<file path="src/hdl/las_pkg.sv">
// Shared types for the longest alternating subsequence block: sequencer states and compare result.
package las_pkg;

	typedef enum logic [4:0] {
		S_LOAD,
		S_PUSH,
		S_T1,
		S_V1,
		S_C1,
		S_VL,
		S_L1,
		S_VL2,
		S_L2,
		S_TOP,
		S_VB,
		S_CB,
		S_CC,
		S_DEC,
		S_SR,
		S_SC,
		S_SD,
		S_EM,
		S_DONE
	} state_t;

	typedef struct packed {
		logic lt;
		logic eq;
		logic gt;
	} cmp_t;

endpackage

</file>
<file path="src/hdl/las_ram.sv">
// Generic single-write, single-read RAM with registered read data.
module las_ram #(
	parameter int WIDTH = 32,
	parameter int DEPTH = 64
) (
	input  logic                     clk,
	input  logic                     we,
	input  logic [$clog2(DEPTH)-1:0] waddr,
	input  logic [WIDTH-1:0]         wdata,
	input  logic [$clog2(DEPTH)-1:0] raddr,
	output logic [WIDTH-1:0]         rdata
);

	logic [WIDTH-1:0] mem_q [DEPTH];
	logic [WIDTH-1:0] rdata_q;

	always_ff @(posedge clk) begin
		if (we) begin
			mem_q[waddr] <= wdata;
		end
		rdata_q <= mem_q[raddr];
	end

	assign rdata = rdata_q;

endmodule

</file>
<file path="src/hdl/las_cmp.sv">
// Shared signed comparator used by the load step and the compare steps of the sequencer.
module las_cmp #(
	parameter int W = 32
) (
	input  logic signed [W-1:0] x,
	input  logic signed [W-1:0] y,
	output las_pkg::cmp_t       res
);

	always_comb begin
		res.lt = (x < y);
		res.eq = (x == y);
		res.gt = (x > y);
	end

endmodule

</file>
<file path="src/hdl/longest_alternating_subsequence.sv">
// Top level: loads a sequence and emits a longest alternating subsequence of it.
//
//   channel  | handshake                   | fields
//   ---------+-----------------------------+--------------------
//   input    | valid / stall               | sample, is_final
//   output   | picked_valid / picked_stall | picked, end_of_run
//
// Loading accepts one word per cycle while stall is low; items past MAX_ITEMS are dropped.
// After the final word the pass walks the turning points and moves extrema back, its pace
// set by the single read port of the value memory and the one shared comparator;
// input stall is high meanwhile. A stalled output adds its stall cycles to the pass.
// Reset clears the state, counters and flags only; the data registers are not reset.
module longest_alternating_subsequence #(
	parameter int MAX_ITEMS  = 64,
	parameter int VALUE_BITS = 32
) (
	input  logic                         clk,
	input  logic                         arst_n,
	input  logic                         valid,
	output logic                         stall,
	input  logic signed [VALUE_BITS-1:0] sample,
	input  logic                         is_final,
	output logic                         picked_valid,
	input  logic                         picked_stall,
	output logic signed [VALUE_BITS-1:0] picked,
	output logic                         end_of_run
);

	localparam int AW = $clog2(MAX_ITEMS);
	localparam int CW = $clog2(MAX_ITEMS + 1);

	las_pkg::state_t state_q, state_d;

	logic [CW-1:0] cnt_q, cnt_d;
	logic [CW-1:0] tcnt_q, tcnt_d;
	logic [CW-1:0] tc_q, tc_d;
	logic [CW-1:0] i_q, i_d;
	logic          up_q, up_d, up_new;
	logic          drop_q, drop_d;
	logic          hn_q, hn_d;
	logic          dir_q, dir_d;
	logic          out_valid_q;

	logic [AW-1:0] a_q, a_d;
	logic [AW-1:0] b_q, b_d;
	logic [AW-1:0] m_q, m_d;

	logic signed [VALUE_BITS-1:0] prev_q, prev_d;
	logic signed [VALUE_BITS-1:0] va_q, va_d;
	logic signed [VALUE_BITS-1:0] vb_q, vb_d;
	logic signed [VALUE_BITS-1:0] vc_q, vc_d;
	logic signed [VALUE_BITS-1:0] vm_q, vm_d;
	logic signed [VALUE_BITS-1:0] x_q, x_d;
	logic signed [VALUE_BITS-1:0] pv_q, pv_d;
	logic signed [VALUE_BITS-1:0] picked_q;
	logic                         end_q;

	logic                  val_we;
	logic [AW-1:0]         val_waddr;
	logic [VALUE_BITS-1:0] val_wdata;
	logic [AW-1:0]         val_raddr;
	logic [VALUE_BITS-1:0] val_rdata;

	logic          turn_we;
	logic [AW-1:0] turn_waddr;
	logic [AW-1:0] turn_wdata;
	logic [AW-1:0] turn_raddr;
	logic [AW-1:0] turn_rdata;

	logic signed [VALUE_BITS-1:0] cmp_x, cmp_y;
	las_pkg::cmp_t                res;
	logic                         cmp_go;

	logic          push, push_end;
	logic          slot_free;
	logic [CW:0]   i1, i2, tc_x;
	logic [AW:0]   a1;

	las_ram #(.WIDTH(VALUE_BITS), .DEPTH(MAX_ITEMS)) u_val_ram (
		.clk   (clk),
		.we    (val_we),
		.waddr (val_waddr),
		.wdata (val_wdata),
		.raddr (val_raddr),
		.rdata (val_rdata)
	);

	las_ram #(.WIDTH(AW), .DEPTH(MAX_ITEMS)) u_turn_ram (
		.clk   (clk),
		.we    (turn_we),
		.waddr (turn_waddr),
		.wdata (turn_wdata),
		.raddr (turn_raddr),
		.rdata (turn_rdata)
	);

	las_cmp #(.W(VALUE_BITS)) u_cmp (
		.x   (cmp_x),
		.y   (cmp_y),
		.res (res)
	);

	assign cmp_go    = dir_q ? res.lt : res.gt;
	assign slot_free = !out_valid_q || !picked_stall;
	assign i1        = {1'b0, i_q} + (CW+1)'(1);
	assign i2        = {1'b0, i_q} + (CW+1)'(2);
	assign tc_x      = {1'b0, tc_q};
	assign a1        = {1'b0, a_q} + (AW+1)'(1);
	assign up_new    = (cnt_q == CW'(1)) ? !res.gt : up_q;

	always_comb begin
		state_d    = state_q;
		cnt_d      = cnt_q;
		tcnt_d     = tcnt_q;
		tc_d       = tc_q;
		i_d        = i_q;
		up_d       = up_q;
		drop_d     = drop_q;
		hn_d       = hn_q;
		dir_d      = dir_q;
		a_d        = a_q;
		b_d        = b_q;
		m_d        = m_q;
		prev_d     = prev_q;
		va_d       = va_q;
		vb_d       = vb_q;
		vc_d       = vc_q;
		vm_d       = vm_q;
		x_d        = x_q;
		pv_d       = pv_q;
		val_we     = 1'b0;
		val_waddr  = cnt_q[AW-1:0];
		val_wdata  = sample;
		val_raddr  = '0;
		turn_we    = 1'b0;
		turn_waddr = tcnt_q[AW-1:0];
		turn_wdata = '0;
		turn_raddr = '0;
		cmp_x      = va_q;
		cmp_y      = vb_q;
		push       = 1'b0;
		push_end   = 1'b0;
		case (state_q)
			las_pkg::S_LOAD: begin
				cmp_x = prev_q;
				cmp_y = sample;
				if (valid) begin
					if (cnt_q < CW'(MAX_ITEMS)) begin
						val_we = 1'b1;
						prev_d = sample;
						cnt_d  = cnt_q + CW'(1);
						if (cnt_q == '0) begin
							turn_we    = 1'b1;
							turn_waddr = '0;
							turn_wdata = '0;
							tcnt_d     = CW'(1);
						end else begin
							up_d = up_new;
							if ((res.lt && !up_new) || (res.gt && up_new)) begin
								up_d = res.lt;
								if (tcnt_q < CW'(MAX_ITEMS)) begin
									turn_we    = 1'b1;
									turn_wdata = AW'(cnt_q - CW'(1));
									tcnt_d     = tcnt_q + CW'(1);
								end
							end
						end
					end
					if (is_final) begin
						state_d = las_pkg::S_PUSH;
					end
				end
			end
			las_pkg::S_PUSH: begin
				if (tcnt_q < CW'(MAX_ITEMS)) begin
					turn_we    = 1'b1;
					turn_wdata = AW'(cnt_q - CW'(1));
					tcnt_d     = tcnt_q + CW'(1);
				end
				state_d = las_pkg::S_T1;
			end
			las_pkg::S_T1: begin
				va_d       = val_rdata;
				pv_d       = val_rdata;
				a_d        = '0;
				i_d        = '0;
				turn_raddr = AW'(1);
				state_d    = las_pkg::S_V1;
			end
			las_pkg::S_V1: begin
				val_raddr = turn_rdata;
				state_d   = las_pkg::S_C1;
			end
			las_pkg::S_C1: begin
				cmp_x      = va_q;
				cmp_y      = val_rdata;
				drop_d     = res.eq;
				tc_d       = tcnt_q - CW'(res.eq);
				turn_raddr = AW'(tcnt_q - CW'(1));
				if (tc_d > CW'(1)) begin
					state_d = las_pkg::S_VL;
				end else begin
					state_d = las_pkg::S_TOP;
				end
			end
			las_pkg::S_VL: begin
				val_raddr = turn_rdata;
				state_d   = las_pkg::S_L1;
			end
			las_pkg::S_L1: begin
				x_d   = val_rdata;
				cmp_x = val_rdata;
				cmp_y = va_q;
				if (tc_q == CW'(2)) begin
					tc_d    = tc_q - CW'(res.eq);
					state_d = las_pkg::S_TOP;
				end else begin
					turn_raddr = AW'(tcnt_q - CW'(2));
					state_d    = las_pkg::S_VL2;
				end
			end
			las_pkg::S_VL2: begin
				val_raddr = turn_rdata;
				state_d   = las_pkg::S_L2;
			end
			las_pkg::S_L2: begin
				cmp_x   = x_q;
				cmp_y   = val_rdata;
				tc_d    = tc_q - CW'(res.eq);
				state_d = las_pkg::S_TOP;
			end
			las_pkg::S_TOP: begin
				if (i1 >= tc_x) begin
					state_d = las_pkg::S_DONE;
				end else begin
					turn_raddr = AW'(i1 + (CW+1)'(drop_q));
					state_d    = las_pkg::S_VB;
				end
			end
			las_pkg::S_VB: begin
				b_d       = turn_rdata;
				val_raddr = turn_rdata;
				hn_d      = (i2 < tc_x);
				if (i2 < tc_x) begin
					turn_raddr = AW'(i2 + (CW+1)'(drop_q));
				end
				state_d = las_pkg::S_CB;
			end
			las_pkg::S_CB: begin
				vb_d = val_rdata;
				if (hn_q) begin
					val_raddr = turn_rdata;
					state_d   = las_pkg::S_CC;
				end else begin
					state_d = las_pkg::S_DEC;
				end
			end
			las_pkg::S_CC: begin
				vc_d    = val_rdata;
				state_d = las_pkg::S_DEC;
			end
			las_pkg::S_DEC: begin
				cmp_x = vb_q;
				cmp_y = va_q;
				if ({1'b0, b_q} > a1) begin
					if (res.eq) begin
						a_d     = b_q;
						va_d    = vb_q;
						i_d     = i_q + CW'(1);
						state_d = las_pkg::S_TOP;
					end else begin
						dir_d   = res.lt;
						m_d     = b_q;
						vm_d    = vb_q;
						state_d = las_pkg::S_SR;
					end
				end else begin
					a_d     = b_q;
					va_d    = vb_q;
					state_d = las_pkg::S_EM;
				end
			end
			las_pkg::S_SR: begin
				if ({1'b0, m_q} > a1) begin
					val_raddr = m_q - AW'(1);
					state_d   = las_pkg::S_SC;
				end else begin
					a_d     = m_q;
					va_d    = vm_q;
					state_d = las_pkg::S_EM;
				end
			end
			las_pkg::S_SC: begin
				x_d   = val_rdata;
				cmp_x = val_rdata;
				cmp_y = va_q;
				if (!cmp_go) begin
					a_d     = m_q;
					va_d    = vm_q;
					state_d = las_pkg::S_EM;
				end else if (hn_q) begin
					state_d = las_pkg::S_SD;
				end else begin
					m_d     = m_q - AW'(1);
					vm_d    = val_rdata;
					state_d = las_pkg::S_SR;
				end
			end
			las_pkg::S_SD: begin
				cmp_x = x_q;
				cmp_y = vc_q;
				if (cmp_go) begin
					m_d     = m_q - AW'(1);
					vm_d    = x_q;
					state_d = las_pkg::S_SR;
				end else begin
					a_d     = m_q;
					va_d    = vm_q;
					state_d = las_pkg::S_EM;
				end
			end
			las_pkg::S_EM: begin
				if (slot_free) begin
					push    = 1'b1;
					pv_d    = va_q;
					i_d     = i_q + CW'(1);
					state_d = las_pkg::S_TOP;
				end
			end
			las_pkg::S_DONE: begin
				if (slot_free) begin
					push     = 1'b1;
					push_end = 1'b1;
					cnt_d    = '0;
					tcnt_d   = '0;
					up_d     = 1'b1;
					state_d  = las_pkg::S_LOAD;
				end
			end
			default: begin
				state_d = las_pkg::S_LOAD;
			end
		endcase
	end

	always_ff @(posedge clk or negedge arst_n) begin
		if (!arst_n) begin
			state_q     <= las_pkg::S_LOAD;
			cnt_q       <= '0;
			tcnt_q      <= '0;
			tc_q        <= '0;
			i_q         <= '0;
			up_q        <= 1'b1;
			drop_q      <= 1'b0;
			hn_q        <= 1'b0;
			dir_q       <= 1'b0;
			out_valid_q <= 1'b0;
		end else begin
			state_q <= state_d;
			cnt_q   <= cnt_d;
			tcnt_q  <= tcnt_d;
			tc_q    <= tc_d;
			i_q     <= i_d;
			up_q    <= up_d;
			drop_q  <= drop_d;
			hn_q    <= hn_d;
			dir_q   <= dir_d;
			if (push) begin
				out_valid_q <= 1'b1;
			end else if (!picked_stall) begin
				out_valid_q <= 1'b0;
			end
		end
	end

	always_ff @(posedge clk) begin
		a_q    <= a_d;
		b_q    <= b_d;
		m_q    <= m_d;
		prev_q <= prev_d;
		va_q   <= va_d;
		vb_q   <= vb_d;
		vc_q   <= vc_d;
		vm_q   <= vm_d;
		x_q    <= x_d;
		pv_q   <= pv_d;
		if (push) begin
			picked_q <= pv_q;
			end_q    <= push_end;
		end
	end

	assign stall        = (state_q != las_pkg::S_LOAD);
	assign picked_valid = out_valid_q;
	assign picked       = picked_q;
	assign end_of_run   = end_q;

endmodule

</file>
<file path="config.mk">
export PLATFORM = sky130hd
export DESIGN_NAME = longest_alternating_subsequence
export DESIGN_NICKNAME = d
export VERILOG_FILES = /design/src/hdl/las_pkg.sv /design/src/hdl/las_ram.sv /design/src/hdl/las_cmp.sv /design/src/hdl/longest_alternating_subsequence.sv
export SDC_FILE = /design/constraint.sdc
export NUM_CORES = 2
export LEC_CHECK = 0
export BUFFER_PORTS_ARGS = -buffer_cell sky130_fd_sc_hd__buf_4
export CAP_MARGIN = 20
export CORE_UTILIZATION = 57
export DETAILED_ROUTE_END_ITERATION = 10
export GPL_TIMING_DRIVEN = 0
export PLACE_DENSITY_LB_ADDON = 0.3
export REMOVE_ABC_BUFFERS = 1
export SLEW_MARGIN = 20
export SYNTH_ARGS = -nofsm -noshare
export SYNTH_HDL_FRONTEND = slang
export SYNTH_SLANG_ARGS = --single-unit
</file>
<file path="constraint.sdc">
create_clock -name clk -period 8.2 [get_ports clk]
set_input_delay 1.23 -clock clk [delete_from_list [all_inputs] [get_ports clk]]
set_output_delay 1.23 -clock clk [all_outputs]
set_load 0.03 [all_outputs]
</file>
==> results.sh <==
export IMPL_numCtsBuffers=287
export IMPL_synth_area_sq_mm=0.1122
export IMPL_grt_max_degree=70
export IMPL_clock_latency_ns=0.95
export IMPL_grt_usage=0.3259
export IMPL_setup_viol=0
export IMPL_synth_seq_cells=2783
export IMPL_cts_sinks=2783
export IMPL_dpl_cell_count=10900
export IMPL_startpoint_type="flip-flop"
export IMPL_die_h_um=445.7
export IMPL_critical_path_most_common_cell="buf_4"
export IMPL_drc=4
export IMPL_root_buffer="clkbuf_16"
export IMPL_cts_htree_levels=5
export IMPL_crit_fanout=34
export IMPL_violations="design-rule violations"
export IMPL_power_per_cell_area_mw_per_mm2=354.8
export IMPL_drtAntennaViolNets=0
export IMPL_critPathCaptureType="flip-flop"
export IMPL_tritoncts="yes"
export IMPL_grt_pass1_wl_um=475000
export IMPL_wl_per_cell_um=28.79
export IMPL_dr_pass1_iters=11
export IMPL_slew_headroom=0.1752
export IMPL_ys_dominant_reg_cell="edfxtp_1"
export IMPL_synth_top_area_share=0.7245
export IMPL_clk_pin_slew_ns=0.06
export IMPL_final_setup_skew_ns=0.06229
export IMPL_synth_top_area_cell="edfxtp_1"
export IMPL_finalHoldViolations=0
export IMPL_rsz0062_at_grt="false"
export IMPL_layout_nets=8682
export IMPL_drt_iter0_drc=12040
export IMPL_drive_above_1_share=0.1178
export IMPL_vias=75490
export IMPL_yosysMostFrequentCell="edfxtp_1"
export IMPL_yosysWarnings=0
export IMPL_synth_area_leaders="edfxtp_1 (72%), nand2_1 (7.1%), nand3_1 (3.7%)"
export IMPL_synthTopCellsByCount="edfxtp_1 (2707), nand2_1 (2133), nand3_1 (825), clkbuf_1 (336), a21oi_1 (313)"
export IMPL_via_per_inst=6.610
export IMPL_worstPathArrival_ns=8.48
export IMPL_ys_async_sr_fraction=0.01365
export IMPL_worstPathCellList="nand3b_1 -> or2_2 -> o21ai_4 -> buf_12 -> buf_16 -> or2_4 -> or3_2 -> nor2_1 -> a31oi_1 -> ha_1 -> nand4_1 -> nor4_1 -> nand3_1 -> nand4_1 -> a21o_1 -> o21ai_1 -> a21oi_1 -> buf_4 -> nor3_2 -> buf_4 -> buf_4 -> buf_4 -> buf_4"
export IMPL_cap_violations=0
export IMPL_p_leak_nw=44.04
export IMPL_ys_types=87
export IMPL_ir_drop_uv=316.6
export IMPL_antenna_found_initial=44
export IMPL_clock_fmax_mhz=127.7
export IMPL_start_util=0.5748
export IMPL_synth_seq_area_share=0.7398
export IMPL_min_path_type="primary input to async pin"
export IMPL_period_needed_ns=7.830
export IMPL_worst_pin_slew_ns=1.226
export IMPL_fin_cells=11420
export IMPL_synth_edf_count=2707
export IMPL_fin_crit_sh=0.9549
export IMPL_area_growth_pct=16.14
export IMPL_cp_required_ns=8.85
export IMPL_netlist_instances=8390
export IMPL_grt_pass1_vias=72720
export IMPL_crit_slowest_cell="or3_2"
export IMPL_post_route_util=0.6676
export IMPL_wirelength_um=328800
export IMPL_grt_overflow_total=0
export IMPL_status="finished, violations left"
export IMPL_dieArea_sq_mm=0.1986
export IMPL_core_sq_mm=0.1952
export IMPL_fp_row_count=162
export IMPL_die_w_um=445.7
export IMPL_critical_path_max_stage_delay_ns=0.90
export IMPL_power_total_mw=46.23
export IMPL_syn_area_per_cell_sq_um=13.37
export IMPL_numPortBuffers=71
export IMPL_place_congestion=0.8709
export IMPL_maxSlewViolCount=0
export IMPL_hpwl_um=206200
export IMPL_path_class="flip-flop to flip-flop"
export IMPL_whs_ns=0.3429
export IMPL_io_pins=72
export IMPL_cts_buffer_depth=4
-- flip-flops by register name (all words and copies together) (netlist names), 7 cells and up --
signal	flops
u_val_ram.mem_q	2048
u_turn_ram.mem_q	384
picked	32
prev_q	32
pv_q	32
u_val_ram.rdata	32
va_q	32
vb_q	32
vc_q	32
vm_q	32
x_q	32
cnt_q	7
i_q	7
tc_q	7
tcnt_q	7
-- cell type report --
class	instances	area, sq um
Clock inverter	128	1032
Fill cell	12610	64880
Sequential cell	2783	83000
Timing Repair Buffer	432	7194
Antenna cell	29	72.57
Tap cell	2624	3283
Clock buffer	362	7651
Multi-Input combinational cell	5025	27930
Inverter	37	141.4
-- worst max-delay path, delay by kind of cell (launching register included) --
family | cells | cell delay, ns
flops | 1 | 0.89
buf+inv | 7 | 1.48
fa+ha+maj | 1 | 0.34
compound gates | 5 | 0.94
simple gates | 10 | 3.86
-- metal layers --
metal | GRT usage | share of wire | wire length, um
met1 | 0.4197 | 0.35 | 115200
met2 | 0.5070 | 0.46 | 151200
met3 | 0.07521 | 0.12 | 40370
met4 | 0.1954 | 0.066 | 21800
met5 | 0 | 0.00063 | 208
-- layout by cell type (no fill, tap or decap), types with 46 or more instances in the layout --
cell / count
a21oi_1: 308
a222oi_1: 69
a22oi_1: 71
a31oi_1: 169
a32oi_1: 133
and3_1: 71
buf_12: 100
buf_16: 111
buf_4: 121
buf_6: 62
clkbuf_1: 63
clkbuf_16: 293
clkinv_1: 46
clkinv_2: 52
edfxtp_1: 2707
ha_1: 79
mux2i_1: 180
nand2_1: 2131
nand3_1: 820
nand4_1: 135
nor2_1: 111
nor2_4: 78
nor3_1: 78
o21ai_0: 93
-- where the power goes --
group	total, mW	internal (mW)	switching (mW)
registers	17.1	16.5	0.538
logic	16.8	5.34	11.5
clock network	12.3	7.09	5.26
total	46.2	29.0	17.3
-- per-stage QoR --
step | area, sq um | setup TNS, ns | setup slack (ns)
3_3_place_gp | 113700 | - | -85.33
6_report | 130300 | 0 | 0.3701
5_1_grt | 130300 | 0 | 0.1973
3_5_place_dp | 121500 | -89.75 | -0.4170
2_1_floorplan | 109900 | -2949.01 | -29.92
4_1_cts | 130200 | 0 | 0.09234
-- logic make-up after synthesis --
logic type      after synthesis  synth area share
flops                      2783            0.7398
mux                         214           0.01947
xor+xnor                     40          0.003122
fa+ha+maj                    79          0.008810
buf+inv                     583           0.02197
compound gates             1127           0.06944
simple gates               3564            0.1374
-- repair_timing --
item	CTS	global route
hold buffers	0	0
cloned	1	0
setup buffers	0	3
gates resized for setup	4	2
endpoints found under the setup margin	552	551
pin swaps	1	0
-- path summary, 6_finish.rpt --
| kind | start | endpoint | slack (ns) | depth (start not counted) |
|---|---|---|---|---|
| setup / recovery | state_q[4] | u_turn_ram.mem_q[52][5] | 0.37 | 23 |
| hold / removal | arst_n | tc_q[2] | 0.34 | 1 |
| setup reg to reg | state_q[4] | u_turn_ram.mem_q[52][5] | 0.37 | 23 |
| hold reg to reg | pv_q[30] | picked[30] | 0.42 | 0 |
| max in group asynchronous | arst_n | i_q[4] | 7.45 | 1 |
| min in group clk | pv_q[30] | picked[30] | 0.42 | 0 |
(Power assumes the default switching activity.)
